### config.mk
export PLATFORM = sky130hd
export DESIGN_NAME = first_fit_heap_allocator_core_flat
export DESIGN_NICKNAME = d
export VERILOG_FILES = /design/src/rtl/ffa_pkg.sv /design/src/rtl/ffa_if.sv /design/src/rtl/ffa_cell.sv /design/src/rtl/ffa_chain.sv /design/src/rtl/first_fit_heap_allocator_core.sv /design/src/flat_wrapper.sv
export SDC_FILE = /design/constraint.sdc
export NUM_CORES = 2
export LEC_CHECK = 0
export BUFFER_PORTS_ARGS = -buffer_cell sky130_fd_sc_hd__buf_4
export CORE_ASPECT_RATIO = 0.75
export CORE_UTILIZATION = 37
export CTS_BUF_LIST = sky130_fd_sc_hd__clkbuf_8
export DETAILED_ROUTE_END_ITERATION = 10
export PLACE_DENSITY_LB_ADDON = 0.15
export SLEW_MARGIN = 25
export SYNTH_ARGS = -nofsm -noshare
export SYNTH_HDL_FRONTEND = slang
export SYNTH_SLANG_ARGS = --single-unit
### constraint.sdc
create_clock -name clk -period 6.4 [get_ports clk]
set_input_delay 0.96 -clock clk [delete_from_list [all_inputs] [get_ports clk]]
set_output_delay 0.96 -clock clk [all_outputs]
set_load 0.01 [all_outputs]
### src/rtl/ffa_pkg.sv
`default_nettype none
package ffa_pkg;

    localparam int MAX_SEGMENTS = 64;
    localparam int HEADER_BYTES = 24;

    localparam int ADDR_W  = 48;
    localparam int LEN_W   = 32;
    localparam int COUNT_W = $clog2(MAX_SEGMENTS + 1);
    localparam int STEP_W  = $clog2(2 * MAX_SEGMENTS);

    localparam logic [1:0] MODE_ALLOC = 2'd0;
    localparam logic [1:0] MODE_FREE  = 2'd1;
    localparam logic [1:0] MODE_INIT  = 2'd2;

    localparam logic [2:0] ST_OK     = 3'd0;
    localparam logic [2:0] ST_NOMEM  = 3'd1;
    localparam logic [2:0] ST_BADPTR = 3'd2;
    localparam logic [2:0] ST_FULL   = 3'd3;
    localparam logic [2:0] ST_SMALL  = 3'd4;

    localparam logic REG_HEAP_BASE   = 1'b0;
    localparam logic REG_HEAP_LENGTH = 1'b1;

    typedef struct packed {
        logic             valid;
        logic             free;
        logic [LEN_W-1:0] len;
    } seg_t;

    typedef struct packed {
        logic shift;
        logic compact;
        logic init;
    } cell_ctl_t;

endpackage
`default_nettype wire

### src/rtl/ffa_if.sv
`default_nettype none
interface ffa_item_if;
    logic                      valid;
    logic                      ready;
    logic [1:0]                mode;
    logic [ffa_pkg::LEN_W-1:0] request_bytes;
    logic [ffa_pkg::ADDR_W-1:0] release_address;

    modport source (output valid, mode, request_bytes, release_address, input ready);
    modport sink (input valid, mode, request_bytes, release_address, output ready);
endinterface

interface ffa_result_if;
    logic                       valid;
    logic                       ready;
    logic [ffa_pkg::ADDR_W-1:0] payload_address;
    logic [2:0]                 status;

    modport source (output valid, payload_address, status, input ready);
    modport sink (input valid, payload_address, status, output ready);
endinterface
`default_nettype wire

### src/rtl/ffa_cell.sv
`default_nettype none
module ffa_cell (
    input  wire logic              clk,
    input  wire logic              rst_n,
    input  wire ffa_pkg::cell_ctl_t ctl,
    input  wire logic              head,
    input  wire logic              prev_valid,
    input  wire ffa_pkg::seg_t     din,
    output ffa_pkg::seg_t          q
);
    logic                      valid_reg;
    logic                      free_reg;
    logic [ffa_pkg::LEN_W-1:0] len_reg;
    logic                      take;

    // compaction: a hole pulls its right neighbor in, a valid entry with a hole
    // on its left moves out
    always_comb
    begin
        take = ctl.shift || (ctl.compact && !valid_reg) || (ctl.init && head);
    end

    always_ff @(posedge clk or negedge rst_n)
    begin
        if (!rst_n)
        begin
            valid_reg <= 1'b0;
        end
        else if (ctl.init)
        begin
            valid_reg <= head ? din.valid : 1'b0;
        end
        else if (take)
        begin
            valid_reg <= din.valid;
        end
        else if (ctl.compact && !prev_valid)
        begin
            valid_reg <= 1'b0;
        end
    end

    always_ff @(posedge clk)
    begin
        if (take)
        begin
            free_reg <= din.free;
            len_reg  <= din.len;
        end
    end

    assign q = '{valid: valid_reg, free: free_reg, len: len_reg};
endmodule
`default_nettype wire

### src/rtl/ffa_chain.sv
`default_nettype none
module ffa_chain (
    input  wire logic              clk,
    input  wire logic              rst_n,
    input  wire ffa_pkg::cell_ctl_t ctl,
    input  wire ffa_pkg::seg_t     tail,
    input  wire logic              head_sel,
    input  wire ffa_pkg::seg_t     head_seg,
    output ffa_pkg::seg_t [ffa_pkg::MAX_SEGMENTS-1:0] cells
);
    localparam int N = ffa_pkg::MAX_SEGMENTS;

    ffa_pkg::seg_t [N-1:0] din;
    logic          [N-1:0] prev_v;

    always_comb
    begin
        for (int i = 0; i < N; i++)
        begin
            din[i]    = (i == N - 1) ? tail : cells[(i + 1) % N];
            prev_v[i] = (i == 0) ? 1'b1 : cells[(i + N - 1) % N].valid;
        end
        if (head_sel)
        begin
            din[0] = head_seg;
        end
    end

    for (genvar g = 0; g < N; g++)
    begin : g_cell
        ffa_cell u_cell (
            .clk        (clk),
            .rst_n      (rst_n),
            .ctl        (ctl),
            .head       (g == 0),
            .prev_valid (prev_v[g]),
            .din        (din[g]),
            .q          (cells[g])
        );
    end
endmodule
`default_nettype wire

### src/rtl/first_fit_heap_allocator_core.sv
`default_nettype none
// channel   dir  beat payload
// item      in   mode, request_bytes, release_address
// result    out  payload_address, status
// cfg       in   cfg_we, cfg_index, cfg_wdata (plain write, no read-back)
//
// Segment table is a row of MAX_SEGMENTS cells, rotated one entry per cycle.
// Allocate makes one full rotation past the walker. Free runs a mark rotation and,
// if the pointer is found, a merge rotation and a compaction pass.
// One item in flight; the next item is taken once its result is in the output
// register. Result waits there under backpressure. rst_n clears the table.
module first_fit_heap_allocator_core (
    input  wire logic                       clk,
    input  wire logic                       rst_n,
    ffa_item_if.sink                        item,
    ffa_result_if.source                    result,
    input  wire logic                       cfg_we,
    input  wire logic                       cfg_index,
    input  wire logic [ffa_pkg::ADDR_W-1:0] cfg_wdata
);
    localparam int N = ffa_pkg::MAX_SEGMENTS;
    localparam logic [ffa_pkg::LEN_W-1:0]  HDR_L = ffa_pkg::LEN_W'(ffa_pkg::HEADER_BYTES);
    localparam logic [ffa_pkg::ADDR_W-1:0] HDR_A = ffa_pkg::ADDR_W'(ffa_pkg::HEADER_BYTES);
    localparam logic [ffa_pkg::STEP_W-1:0] LAST_ROT = ffa_pkg::STEP_W'(N - 1);
    localparam logic [ffa_pkg::STEP_W-1:0] LAST_CMP = ffa_pkg::STEP_W'(2 * N - 1);

    typedef enum logic [5:0] {
        S_IDLE    = 6'b000001,
        S_ALLOC   = 6'b000010,
        S_MARK    = 6'b000100,
        S_MERGE   = 6'b001000,
        S_COMPACT = 6'b010000,
        S_DONE    = 6'b100000
    } state_t;

    state_t state_reg, state_next;

    logic [ffa_pkg::ADDR_W-1:0]  base_reg;
    logic [ffa_pkg::LEN_W-1:0]   length_reg;
    logic [ffa_pkg::ADDR_W-1:0]  start_reg, start_next;
    logic [ffa_pkg::COUNT_W-1:0] count_reg, count_next;
    logic [ffa_pkg::STEP_W-1:0]  step_reg, step_next;
    logic [ffa_pkg::ADDR_W-1:0]  seg_reg, seg_next;
    logic                        done_reg, done_next;
    logic                        split_reg, split_next;
    ffa_pkg::seg_t               buf_reg, buf_next;
    logic [ffa_pkg::LEN_W-1:0]   req_reg;
    logic [ffa_pkg::ADDR_W-1:0]  ptr_reg;
    logic [ffa_pkg::ADDR_W-1:0]  addr_reg, addr_next;
    logic [2:0]                  stat_reg, stat_next;
    logic                        out_v_reg;
    logic [ffa_pkg::ADDR_W-1:0]  out_addr_reg;
    logic [2:0]                  out_stat_reg;

    ffa_pkg::cell_ctl_t                ctl;
    ffa_pkg::seg_t                     tail, head_seg, x, y;
    logic                              head_sel;
    ffa_pkg::seg_t [N-1:0]             cells;

    logic                        accept, load_out;
    logic                        base0, init_ok;
    logic [ffa_pkg::ADDR_W-1:0]  init_start;
    logic [ffa_pkg::LEN_W-1:0]   init_len;
    logic                        hit_exact, hit_split, hit_ptr, can_merge;
    logic [ffa_pkg::LEN_W:0]     need;

    ffa_chain u_chain (
        .clk      (clk),
        .rst_n    (rst_n),
        .ctl      (ctl),
        .tail     (tail),
        .head_sel (head_sel),
        .head_seg (head_seg),
        .cells    (cells)
    );

    assign item.ready = (state_reg == S_IDLE);
    assign accept     = item.valid && item.ready;
    assign load_out   = (state_reg == S_DONE) && (!out_v_reg || result.ready);

    assign result.valid           = out_v_reg;
    assign result.payload_address = out_addr_reg;
    assign result.status          = out_stat_reg;

    assign x = cells[0];
    assign y = cells[1];

    always_comb
    begin
        base0      = (base_reg == '0);
        init_start = base0 ? ffa_pkg::ADDR_W'(1) : base_reg;
        init_len   = (base0 && length_reg != '0) ? length_reg - 1'b1 : length_reg;
        init_ok    = (init_len >= HDR_L);
        need       = {1'b0, req_reg} + {1'b0, HDR_L};
        hit_exact  = !done_reg && x.valid && x.free && (x.len == req_reg);
        hit_split  = !done_reg && x.valid && x.free && ({1'b0, x.len} > need);
        hit_ptr    = !done_reg && x.valid && ((seg_reg + HDR_A) == ptr_reg);
        can_merge  = x.valid && x.free && y.valid && y.free && (step_reg != LAST_ROT);
    end

    always_comb
    begin
        state_next = state_reg;
        start_next = start_reg;
        count_next = count_reg;
        step_next  = step_reg;
        seg_next   = seg_reg;
        done_next  = done_reg;
        split_next = split_reg;
        buf_next   = buf_reg;
        addr_next  = addr_reg;
        stat_next  = stat_reg;
        ctl        = '0;
        tail       = x;
        head_sel   = 1'b0;
        head_seg   = '{valid: init_ok, free: 1'b1, len: init_len - HDR_L};

        case (state_reg)
            S_IDLE:
            begin
                step_next  = '0;
                seg_next   = start_reg;
                done_next  = 1'b0;
                split_next = 1'b0;
                addr_next  = '0;
                stat_next  = ffa_pkg::ST_OK;
                if (accept)
                begin
                    case (item.mode)
                        ffa_pkg::MODE_ALLOC: state_next = S_ALLOC;
                        ffa_pkg::MODE_FREE:  state_next = S_MARK;
                        ffa_pkg::MODE_INIT:
                        begin
                            ctl.init   = 1'b1;
                            head_sel   = 1'b1;
                            start_next = init_start;
                            count_next = init_ok ? ffa_pkg::COUNT_W'(1) : '0;
                            stat_next  = init_ok ? ffa_pkg::ST_OK : ffa_pkg::ST_SMALL;
                            state_next = S_DONE;
                        end
                        default: state_next = S_DONE;
                    endcase
                end
            end
            S_ALLOC:
            begin
                ctl.shift = 1'b1;
                step_next = step_reg + 1'b1;
                seg_next  = seg_reg + HDR_A + ffa_pkg::ADDR_W'(x.len);
                if (split_reg)
                begin
                    tail     = buf_reg;
                    buf_next = x;
                end
                else if (hit_exact)
                begin
                    tail      = '{valid: 1'b1, free: 1'b0, len: x.len};
                    addr_next = seg_reg + HDR_A;
                    done_next = 1'b1;
                end
                else if (hit_split)
                begin
                    done_next = 1'b1;
                    if (count_reg == ffa_pkg::COUNT_W'(N))
                    begin
                        stat_next = ffa_pkg::ST_FULL;
                    end
                    else
                    begin
                        tail       = '{valid: 1'b1, free: 1'b0, len: req_reg};
                        buf_next   = '{valid: 1'b1, free: 1'b1,
                                       len: ffa_pkg::LEN_W'(need[ffa_pkg::LEN_W:0] == '0) +
                                            x.len - req_reg - HDR_L};
                        split_next = 1'b1;
                        count_next = count_reg + 1'b1;
                        addr_next  = seg_reg + HDR_A;
                    end
                end
                if (step_reg == LAST_ROT)
                begin
                    if (!done_next)
                    begin
                        stat_next = ffa_pkg::ST_NOMEM;
                    end
                    state_next = S_DONE;
                end
            end
            S_MARK:
            begin
                ctl.shift = 1'b1;
                step_next = step_reg + 1'b1;
                seg_next  = seg_reg + HDR_A + ffa_pkg::ADDR_W'(x.len);
                if (hit_ptr)
                begin
                    tail      = '{valid: 1'b1, free: 1'b1, len: x.len};
                    done_next = 1'b1;
                end
                if (step_reg == LAST_ROT)
                begin
                    step_next = '0;
                    if (done_next)
                    begin
                        state_next = S_MERGE;
                    end
                    else
                    begin
                        stat_next  = ffa_pkg::ST_BADPTR;
                        state_next = S_DONE;
                    end
                end
            end
            S_MERGE:
            begin
                ctl.shift = 1'b1;
                step_next = step_reg + 1'b1;
                if (can_merge)
                begin
                    // fold the head into its neighbor, leave a hole behind
                    tail       = '0;
                    head_sel   = 1'b1;
                    head_seg   = '{valid: 1'b1, free: 1'b1, len: x.len + y.len + HDR_L};
                    count_next = count_reg - 1'b1;
                end
                if (step_reg == LAST_ROT)
                begin
                    step_next  = '0;
                    state_next = S_COMPACT;
                end
            end
            S_COMPACT:
            begin
                ctl.compact = 1'b1;
                tail        = '0;
                step_next   = step_reg + 1'b1;
                if (step_reg == LAST_CMP)
                begin
                    state_next = S_DONE;
                end
            end
            S_DONE:
            begin
                if (load_out)
                begin
                    state_next = S_IDLE;
                end
            end
            default: state_next = S_IDLE;
        endcase
    end

    always_ff @(posedge clk or negedge rst_n)
    begin
        if (!rst_n)
        begin
            state_reg  <= S_IDLE;
            base_reg   <= '0;
            length_reg <= '0;
            start_reg  <= '0;
            count_reg  <= '0;
            step_reg   <= '0;
            done_reg   <= 1'b0;
            split_reg  <= 1'b0;
            out_v_reg  <= 1'b0;
        end
        else
        begin
            state_reg <= state_next;
            start_reg <= start_next;
            count_reg <= count_next;
            step_reg  <= step_next;
            done_reg  <= done_next;
            split_reg <= split_next;
            if (cfg_we)
            begin
                case (cfg_index)
                    ffa_pkg::REG_HEAP_BASE:   base_reg   <= cfg_wdata;
                    ffa_pkg::REG_HEAP_LENGTH: length_reg <= cfg_wdata[ffa_pkg::LEN_W-1:0];
                    default: ;
                endcase
            end
            if (load_out)
            begin
                out_v_reg <= 1'b1;
            end
            else if (result.ready)
            begin
                out_v_reg <= 1'b0;
            end
        end
    end

    always_ff @(posedge clk)
    begin
        seg_reg  <= seg_next;
        buf_reg  <= buf_next;
        addr_reg <= addr_next;
        stat_reg <= stat_next;
        if (accept)
        begin
            req_reg <= item.request_bytes;
            ptr_reg <= item.release_address;
        end
        if (load_out)
        begin
            out_addr_reg <= addr_reg;
            out_stat_reg <= stat_reg;
        end
    end

    a_count_range: assert property (@(posedge clk) disable iff (!rst_n)
        count_reg <= ffa_pkg::COUNT_W'(N))
        else $error("segment count above table size");

    a_result_from_done: assert property (@(posedge clk) disable iff (!rst_n)
        $rose(out_v_reg) |-> $past(state_reg == S_DONE))
        else $error("result raised outside done state");

    a_merge_no_grow: assert property (@(posedge clk) disable iff (!rst_n)
        (state_reg == S_MERGE) |=> (count_reg <= $past(count_reg)))
        else $error("merge pass grew the table");

    a_busy_not_ready: assert property (@(posedge clk) disable iff (!rst_n)
        (state_reg == S_COMPACT) |-> !item.ready)
        else $error("item taken during compaction");
endmodule
`default_nettype wire
### src/flat_wrapper.sv
// flat-port wrapper written by rule: the top's interface ports become plain ports
module first_fit_heap_allocator_core_flat 
  (clk, rst_n, cfg_we, cfg_index, cfg_wdata, item_valid, item_mode, item_request_bytes, item_release_address, item_ready, result_valid, result_payload_address, result_status, result_ready);
  ffa_item_if item_i ();
  ffa_result_if result_i ();
  input  wire logic clk;
  input  wire logic rst_n;
  input  wire logic cfg_we;
  input  wire logic cfg_index;
  input  wire logic [ffa_pkg::ADDR_W-1:0] cfg_wdata;
  input wire logic [$bits(item_i.valid)-1:0] item_valid;
  input wire logic [$bits(item_i.mode)-1:0] item_mode;
  input wire logic [$bits(item_i.request_bytes)-1:0] item_request_bytes;
  input wire logic [$bits(item_i.release_address)-1:0] item_release_address;
  output wire logic [$bits(item_i.ready)-1:0] item_ready;
  output wire logic [$bits(result_i.valid)-1:0] result_valid;
  output wire logic [$bits(result_i.payload_address)-1:0] result_payload_address;
  output wire logic [$bits(result_i.status)-1:0] result_status;
  input wire logic [$bits(result_i.ready)-1:0] result_ready;
  assign item_i.valid = item_valid;
  assign item_i.mode = item_mode;
  assign item_i.request_bytes = item_request_bytes;
  assign item_i.release_address = item_release_address;
  assign item_ready = item_i.ready;
  assign result_valid = result_i.valid;
  assign result_payload_address = result_i.payload_address;
  assign result_status = result_i.status;
  assign result_i.ready = result_ready;
  first_fit_heap_allocator_core u_core (.clk(clk), .rst_n(rst_n), .item(item_i), .result(result_i), .cfg_we(cfg_we), .cfg_index(cfg_index), .cfg_wdata(cfg_wdata));
endmodule
-- After elaboration in Yosys (flattened, before gate mapping)
Cells that the tools add are included.
W data, S select, Z words.
- memories: 0
- latch bits: 0
- bits in read-only memories: 0
- memory bits (writable): 0
- output and inout bits: 53
- register bits: 2591
- bitwise operators: 1
- reduce and logical (&&, ||, !) cells: 295
- equal/unequal tests: 31
- multiply operators: 0
- mux-type cells: 266
- $lt $le $gt $ge: 2
- add/sub/neg operators: 13
- shifts and indexed selects: 0
- divide/modulo/power cells: 0
- operator list (kind ; number):
    $mux W34 ; 13
    $mux W48 ; 5
    $mux W1 ; 210
    $reduce_bool A3 Y1 ; 66
    $pmux W48 S2 ; 2
    $pmux W34 S4 ; 1
    $logic_and A1 B1 Y1 ; 76
    $logic_not A1 Y1 ; 66
    $logic_or A1 B1 Y1 ; 66
    $sub A32 B5 Y32 const B ; 2
    $mux W7 ; 8
    $add A48 B32 Y48 ; 1
    $add A48 B5 Y48 const B ; 1
    $eq A48 B48 Y1 ; 1
    $logic_not A48 Y1 ; 1
    $mux W6 ; 7
    $pmux W7 S3 ; 2
    $pmux W6 S6 ; 1
    $add A32 B5 Y33 const B ; 1
    $gt A32 B33 Y1 ; 1
    $logic_not A33 Y1 ; 1
    $mux W3 ; 11
    $add A1 B32 Y32 ; 1
    $add A32 B32 Y32 ; 1
    38 further kinds ; 63

-- Longest topological paths before layout
- word-level depth: 11
- gate-level depth with buffers: 25

-- Hierarchy
From an unflattened synthesis, not the netlist that was laid out.
- cell total of the unflattened synthesis: 5935
- area total of the unflattened synthesis: 98231.7 um^2
- by module, submodules not included (module ; cells an instance ; instances ; area each (um^2)):
    ffa_cell ; 45 ; 64 ; 1079.8
    first_fit_heap_allocator_core ; 3015 ; 1 ; 28551.1
    ffa_chain ; 40 ; 1 ; 574.3

-- Least setup slack after synthesis
Ideal clock, no wire load.
- path type: register to register
- start point: register u_core.req_reg[3] (netlist name)
- end point: register u_core.addr_reg[0] (netlist name), enable pin
- stages on the path, launching flop included: 18
- data arrival time: 5.837 ns
- slack: 0.081 ns
- path buffers: 0
- setup time: 0.482 ns
- cells stage by stage: edfxtp_1 -> inv_1 -> ha_1 -> nand3b_1 -> nor2_1 -> and3_1 -> nand4_1 -> xor2_1 -> ha_1 -> a21o_1 -> a21o_1 -> a21o_1 -> a21o_1 -> a21oi_1 -> and4_1 -> nor3_1 -> nand2_1 -> a31oi_1
- cells in the longest elaborated chain, start to end: 5
- elaborated cells between the ends (all ways): 8
- classes of those cells: add/sub (1); order compare (1); eq/ne (3); reduce/logical (3)
- RTL lines (element ; RTL line ; RTL):
    start: declaration ; first_fit_heap_allocator_core.sv:47 ; logic [ffa_pkg::LEN_W-1:0] req_reg;
    start signal: assignment ; first_fit_heap_allocator_core.sv:300 ; req_reg <= item.request_bytes;
    $add A32 B5 Y33 ; first_fit_heap_allocator_core.sv:94 ; need = {1'b0, req_reg} + {1'b0, HDR_L};
    $gt A32 B33 Y1 ; first_fit_heap_allocator_core.sv:96 ; hit_split = !done_reg && x.valid && x.free && ({1'b0, x.len} > need);
    $logic_and A1 B1 Y1 ; first_fit_heap_allocator_core.sv:96 ;
    $ne A3 B1 Y1 (no source line) ; - ;
    $reduce_and A4 Y1 (no source line) * ; - ;
    end signal: assignment ; first_fit_heap_allocator_core.sv:296 ; addr_reg <= addr_next;
    end: declaration ; first_fit_heap_allocator_core.sv:49 ; logic [ffa_pkg::ADDR_W-1:0] addr_reg, addr_next;
Every way passes the cells marked *; elsewhere a longest branch is shown, timed or not.
A chain may end at the register's enable or synchronous reset.

-- Final worst setup path
- start point: register u_core.seg_reg[3] (netlist name)
- end point: register u_core.seg_reg[42] (netlist name) (data pin)
- cells in the longest elaborated chain, start to end: 3
- RTL lines (element ; RTL line ; RTL):
    start: declaration ; first_fit_heap_allocator_core.sv:43 ; logic [ffa_pkg::ADDR_W-1:0] seg_reg, seg_next;
    start signal: assignment ; first_fit_heap_allocator_core.sv:294 ; seg_reg <= seg_next;
    $add A48 B5 Y48 ; first_fit_heap_allocator_core.sv:149, first_fit_heap_allocator_core.sv:192 ;
    $add A48 B32 Y48 ; first_fit_heap_allocator_core.sv:149, first_fit_heap_allocator_core.sv:192 ;
    $pmux W48 S2 ; first_fit_heap_allocator_core.sv:118 ; case (state_reg)
    via u_core.seg_next, one bit ; first_fit_heap_allocator_core.sv:43 ;
The timed path passes the listed nets, and every way through them passes these cells.

==> reports/results.ini <==
[worst_setup_path]
cp.arrival_ps = 6850
slowest_delay_ps = 770
critical_path.max_fanout = 8
path_class = flop to flop
slowest_stage = nor4_1
cp.required_ps = 7080
crit_path_end_kind = flop
cp_num_buf_inv = 3
path_cells = inv_1, ha_1, nand4b_1, nor4_1, and4_1, xor2_1, ha_1, a21o_1, a21o_1, a21oi_1, o21ai_0, a221o_1, or4_1, nor3_1, buf_4, o31ai_1, buf_4, nand4_1, xnor2_1, a21oi_1
cp-start-kind = flop
crit_family = simple AND/OR/NAND/NOR gates

[floorplan]
die_area_sq_um = 257000
rows = 160
die_x_um = 585
die_height_um = 439
initial_utilization = 0.372
ios = 189
coreArea_sq_um = 253000

[placed_design]
gp_congestion = 0.906
dp_cells = 8884
hpwl_um = 143000
portBuffers = 188

[timing]
grt_setup_unrepaired = false
finalCriticalPeriod_ps = 6170
worst_slew_pin_slew_ps = 1010
setup-violations-final = 0
skew_ps = 62.1
drv_slew = 0
finalSetupTns_ps = 0
max_freq_ghz = 0.162
hold_viol = 0
finalCritPeriodShare = 0.965
hold_slack_ps = 157
relSlewSlack = 0.322

[cts]
cts_tree = yes
cts.sinks = 2591
clk_path_buf_depth = 4
cts.htree.levels = 5
clock_latency_ps = 950
cts_buffers = 395
root_buffer = clkbuf_8
path_clk_slew_ps = 70

[logic_synthesis]
synthesis.nets = 5644
ys_seq_area_frac = 0.815
synthCells = 5308
synth_mux_area_frac = 0.0110
yosys.cell_types.count = 88
synthArstFlopShare = 0.0830
synth_edf_count = 2376
synth_area_per_cell_sq_um = 17.7
synth-xor-area-share = 0.0270
synth_top_family_by_area = compound AO/OA/AOI/OAI gates
synth-simple-area-share = 0.0526
netlist_area_sq_um = 94200
synth_top_flop_cell = edfxtp_1
synth_compound_area_frac = 0.0555
yosys_warnings = 0
synth-seq-cells = 2591
synth-adder-area-share = 0.0271

[finish]
area_growth_pct = 14.9
largest_reg_flops = 2048
nets = 6217
drive_above_1_share = 0.162
fin_util = 0.427
stdcell_count = 9581

[routing]
final_antenna_net_count = 0
wl_per_cell_um = 22.6
first_pass_iters = 6
post-route-drc-count = 0
vias = 47700
wl_um = 217000
drtIter0Drc = 4536
via_per_inst = 4.98

[power]
vdd_drop_max_mv = 0.232
internal_power_uw = 33400
clockPowerShare = 0.265
p_seq_frac = 0.528
p_sw_uw = 15100
swShare = 0.311
leakage_uw = 0.0356
power.density_nw_per_um2 = 448
p_comb_frac = 0.207
totalPowerFinal_uw = 48500

[grt]
grt_antenna_before_repair = 19
grt_max_degree = 134
grt_first_pass_wirelength_um = 321000
grt_pass1_vias = 47800
grt_remaining_overflow = 0
grt_usage = 0.168

[flow_run]
maxCapViolCount = 0

[hold_path]
hold_path_class = primary input to flop

[run_status]
status = finished, final reports clean

[stage by stage]
step	setup WS (ps)	cell area (sq um)
2_1_floorplan	80.6	94200
3_3_place_gp	254	101000
3_5_place_dp	198	101000
4_1_cts	221	108000
5_1_grt	25.4	108000
6_report	226	108000
[timing repair]
item                                   in CTS  in global routing
endpoints found under the hold margin      44                  0
setup endpoints to repair                   0                  4
gates resized for setup                     0                  8
hold buffers                                1                  0
setup buffers                               0                  1
[routing by layer]
layer	vias to the layer above	global-route usage	wire, um
met3	301	0.0403	15200
met5	-	0	55
met4	8	0.0407	4210
met2	1347	0.222	86100
met1	24500	0.272	111000
li1	21600	-	-
[power by group through the flow]
| stage | Combinational (uW) | Clock [uW] | Sequential, uW |
|---|---|---|---|
| after CTS | 10200 | 13400 | 25600 |
| after global routing | 11100 | 14100 | 26000 |
| after detailed placement | 10100 | 0 | 25900 |
| after global placement | 10000 | 0 | 25900 |
| final | 10100 | 12800 | 25600 |
| after floorplan | 6190 | 0 | 25500 |
[cell usage in the layout, fill, tap and decap left out, types with 47 or more instances in the layout]
master / synthesis / final
inv_1: 153 / 258
xor2_1: 107 / 106
o211ai_1: 78 / 78
clkbuf_8: 0 / 402
buf_4: 0 / 308
mux2_2: 87 / 87
nand2_1: 381 / 379
dfrtp_1: 214 / 213
nor3_1: 62 / 61
ha_1: 195 / 195
clkinv_1: 2 / 98
edfxtp_1: 2376 / 2376
nand4_1: 50 / 50
a21oi_1: 253 / 250
a21o_1: 52 / 52
nand3_1: 74 / 74
xnor2_1: 143 / 143
o21ai_0: 239 / 176
clkinv_2: 0 / 47
nor2_1: 192 / 187
[kinds of logic (layout without fill, tap and decap cells)]
| family | count (synthesis) | count (layout) |
|---|---|---|
| compound gates | 843 | 843 |
| xor+xnor | 266 | 266 |
| fa+ha+maj | 201 | 201 |
| buf+inv | 297 | 1165 |
| flops | 2591 | 2591 |
| mux | 93 | 93 |
| other cells | 0 | 3 |
| simple gates | 1017 | 1017 |
[cell type report]
cell class,count,area (sq um)
antenna,3,7.51
clock buffer,402,5530
clock inverter,290,1740
fill,22500,145000
inverter,155,582
multi-input combinational,2420,16800
sequential,2591,76700
tap,3402,4260
timing repair buffer,318,2520
[worst register-to-register path: cells and delay by family, from the launching register on]
family / cells / cell delay, ps
compound gates: 7 / 1270
buf+inv: 3 / 570
fa+ha+maj: 2 / 590
simple gates: 6 / 2630
flops: 1 / 490
xor+xnor: 2 / 320
[synth_stat cells, types with 50 or more instances]
cell / count / share of area
nor2_1: 192 / 0.0077
edfxtp_1: 2376 / 0.76
o21ai_0: 239 / 0.013
o211ai_1: 78 / 0.0062
xor2_1: 107 / 0.010
inv_1: 153 / 0.0061
nand2_1: 381 / 0.015
nand3_1: 74 / 0.0039
mux2_2: 87 / 0.010
ha_1: 195 / 0.026
clkbuf_1: 116 / 0.0046
nand4_1: 50 / 0.0033
a21oi_1: 253 / 0.013
a21o_1: 52 / 0.0041
nor3_1: 62 / 0.0033
xnor2_1: 143 / 0.013
dfrtp_1: 214 / 0.057
[path summary, 6_finish.rpt]
kind                            cells past startpoint  slack (ps)                                                    from                                                      to
worst max-delay path                               20         230                             u_core.seg_reg[3]$_DFFE_PN_                            u_core.seg_reg[42]$_DFFE_PN_
worst min-delay path                                1         160                                  item_request_bytes[21]                            u_core.req_reg[21]$_DFFE_PP_
worst max register to register                     20         230                             u_core.seg_reg[3]$_DFFE_PN_                            u_core.seg_reg[42]$_DFFE_PN_
min in group asynchronous                           2         550                                                   rst_n                         u_core.result.valid$_DFFE_PN0P_
worst min register to register                      0         360  u_core.u_chain.g_cell[13].u_cell.len_reg[17]$_DFFE_PP_  u_core.u_chain.g_cell[12].u_cell.len_reg[17]$_DFFE_PP_
max in group asynchronous                           3        4640                                                   rst_n                          u_core.base_reg[2]$_DFFE_PN0P_
Note: power is estimated with default switching activity, not from simulation.
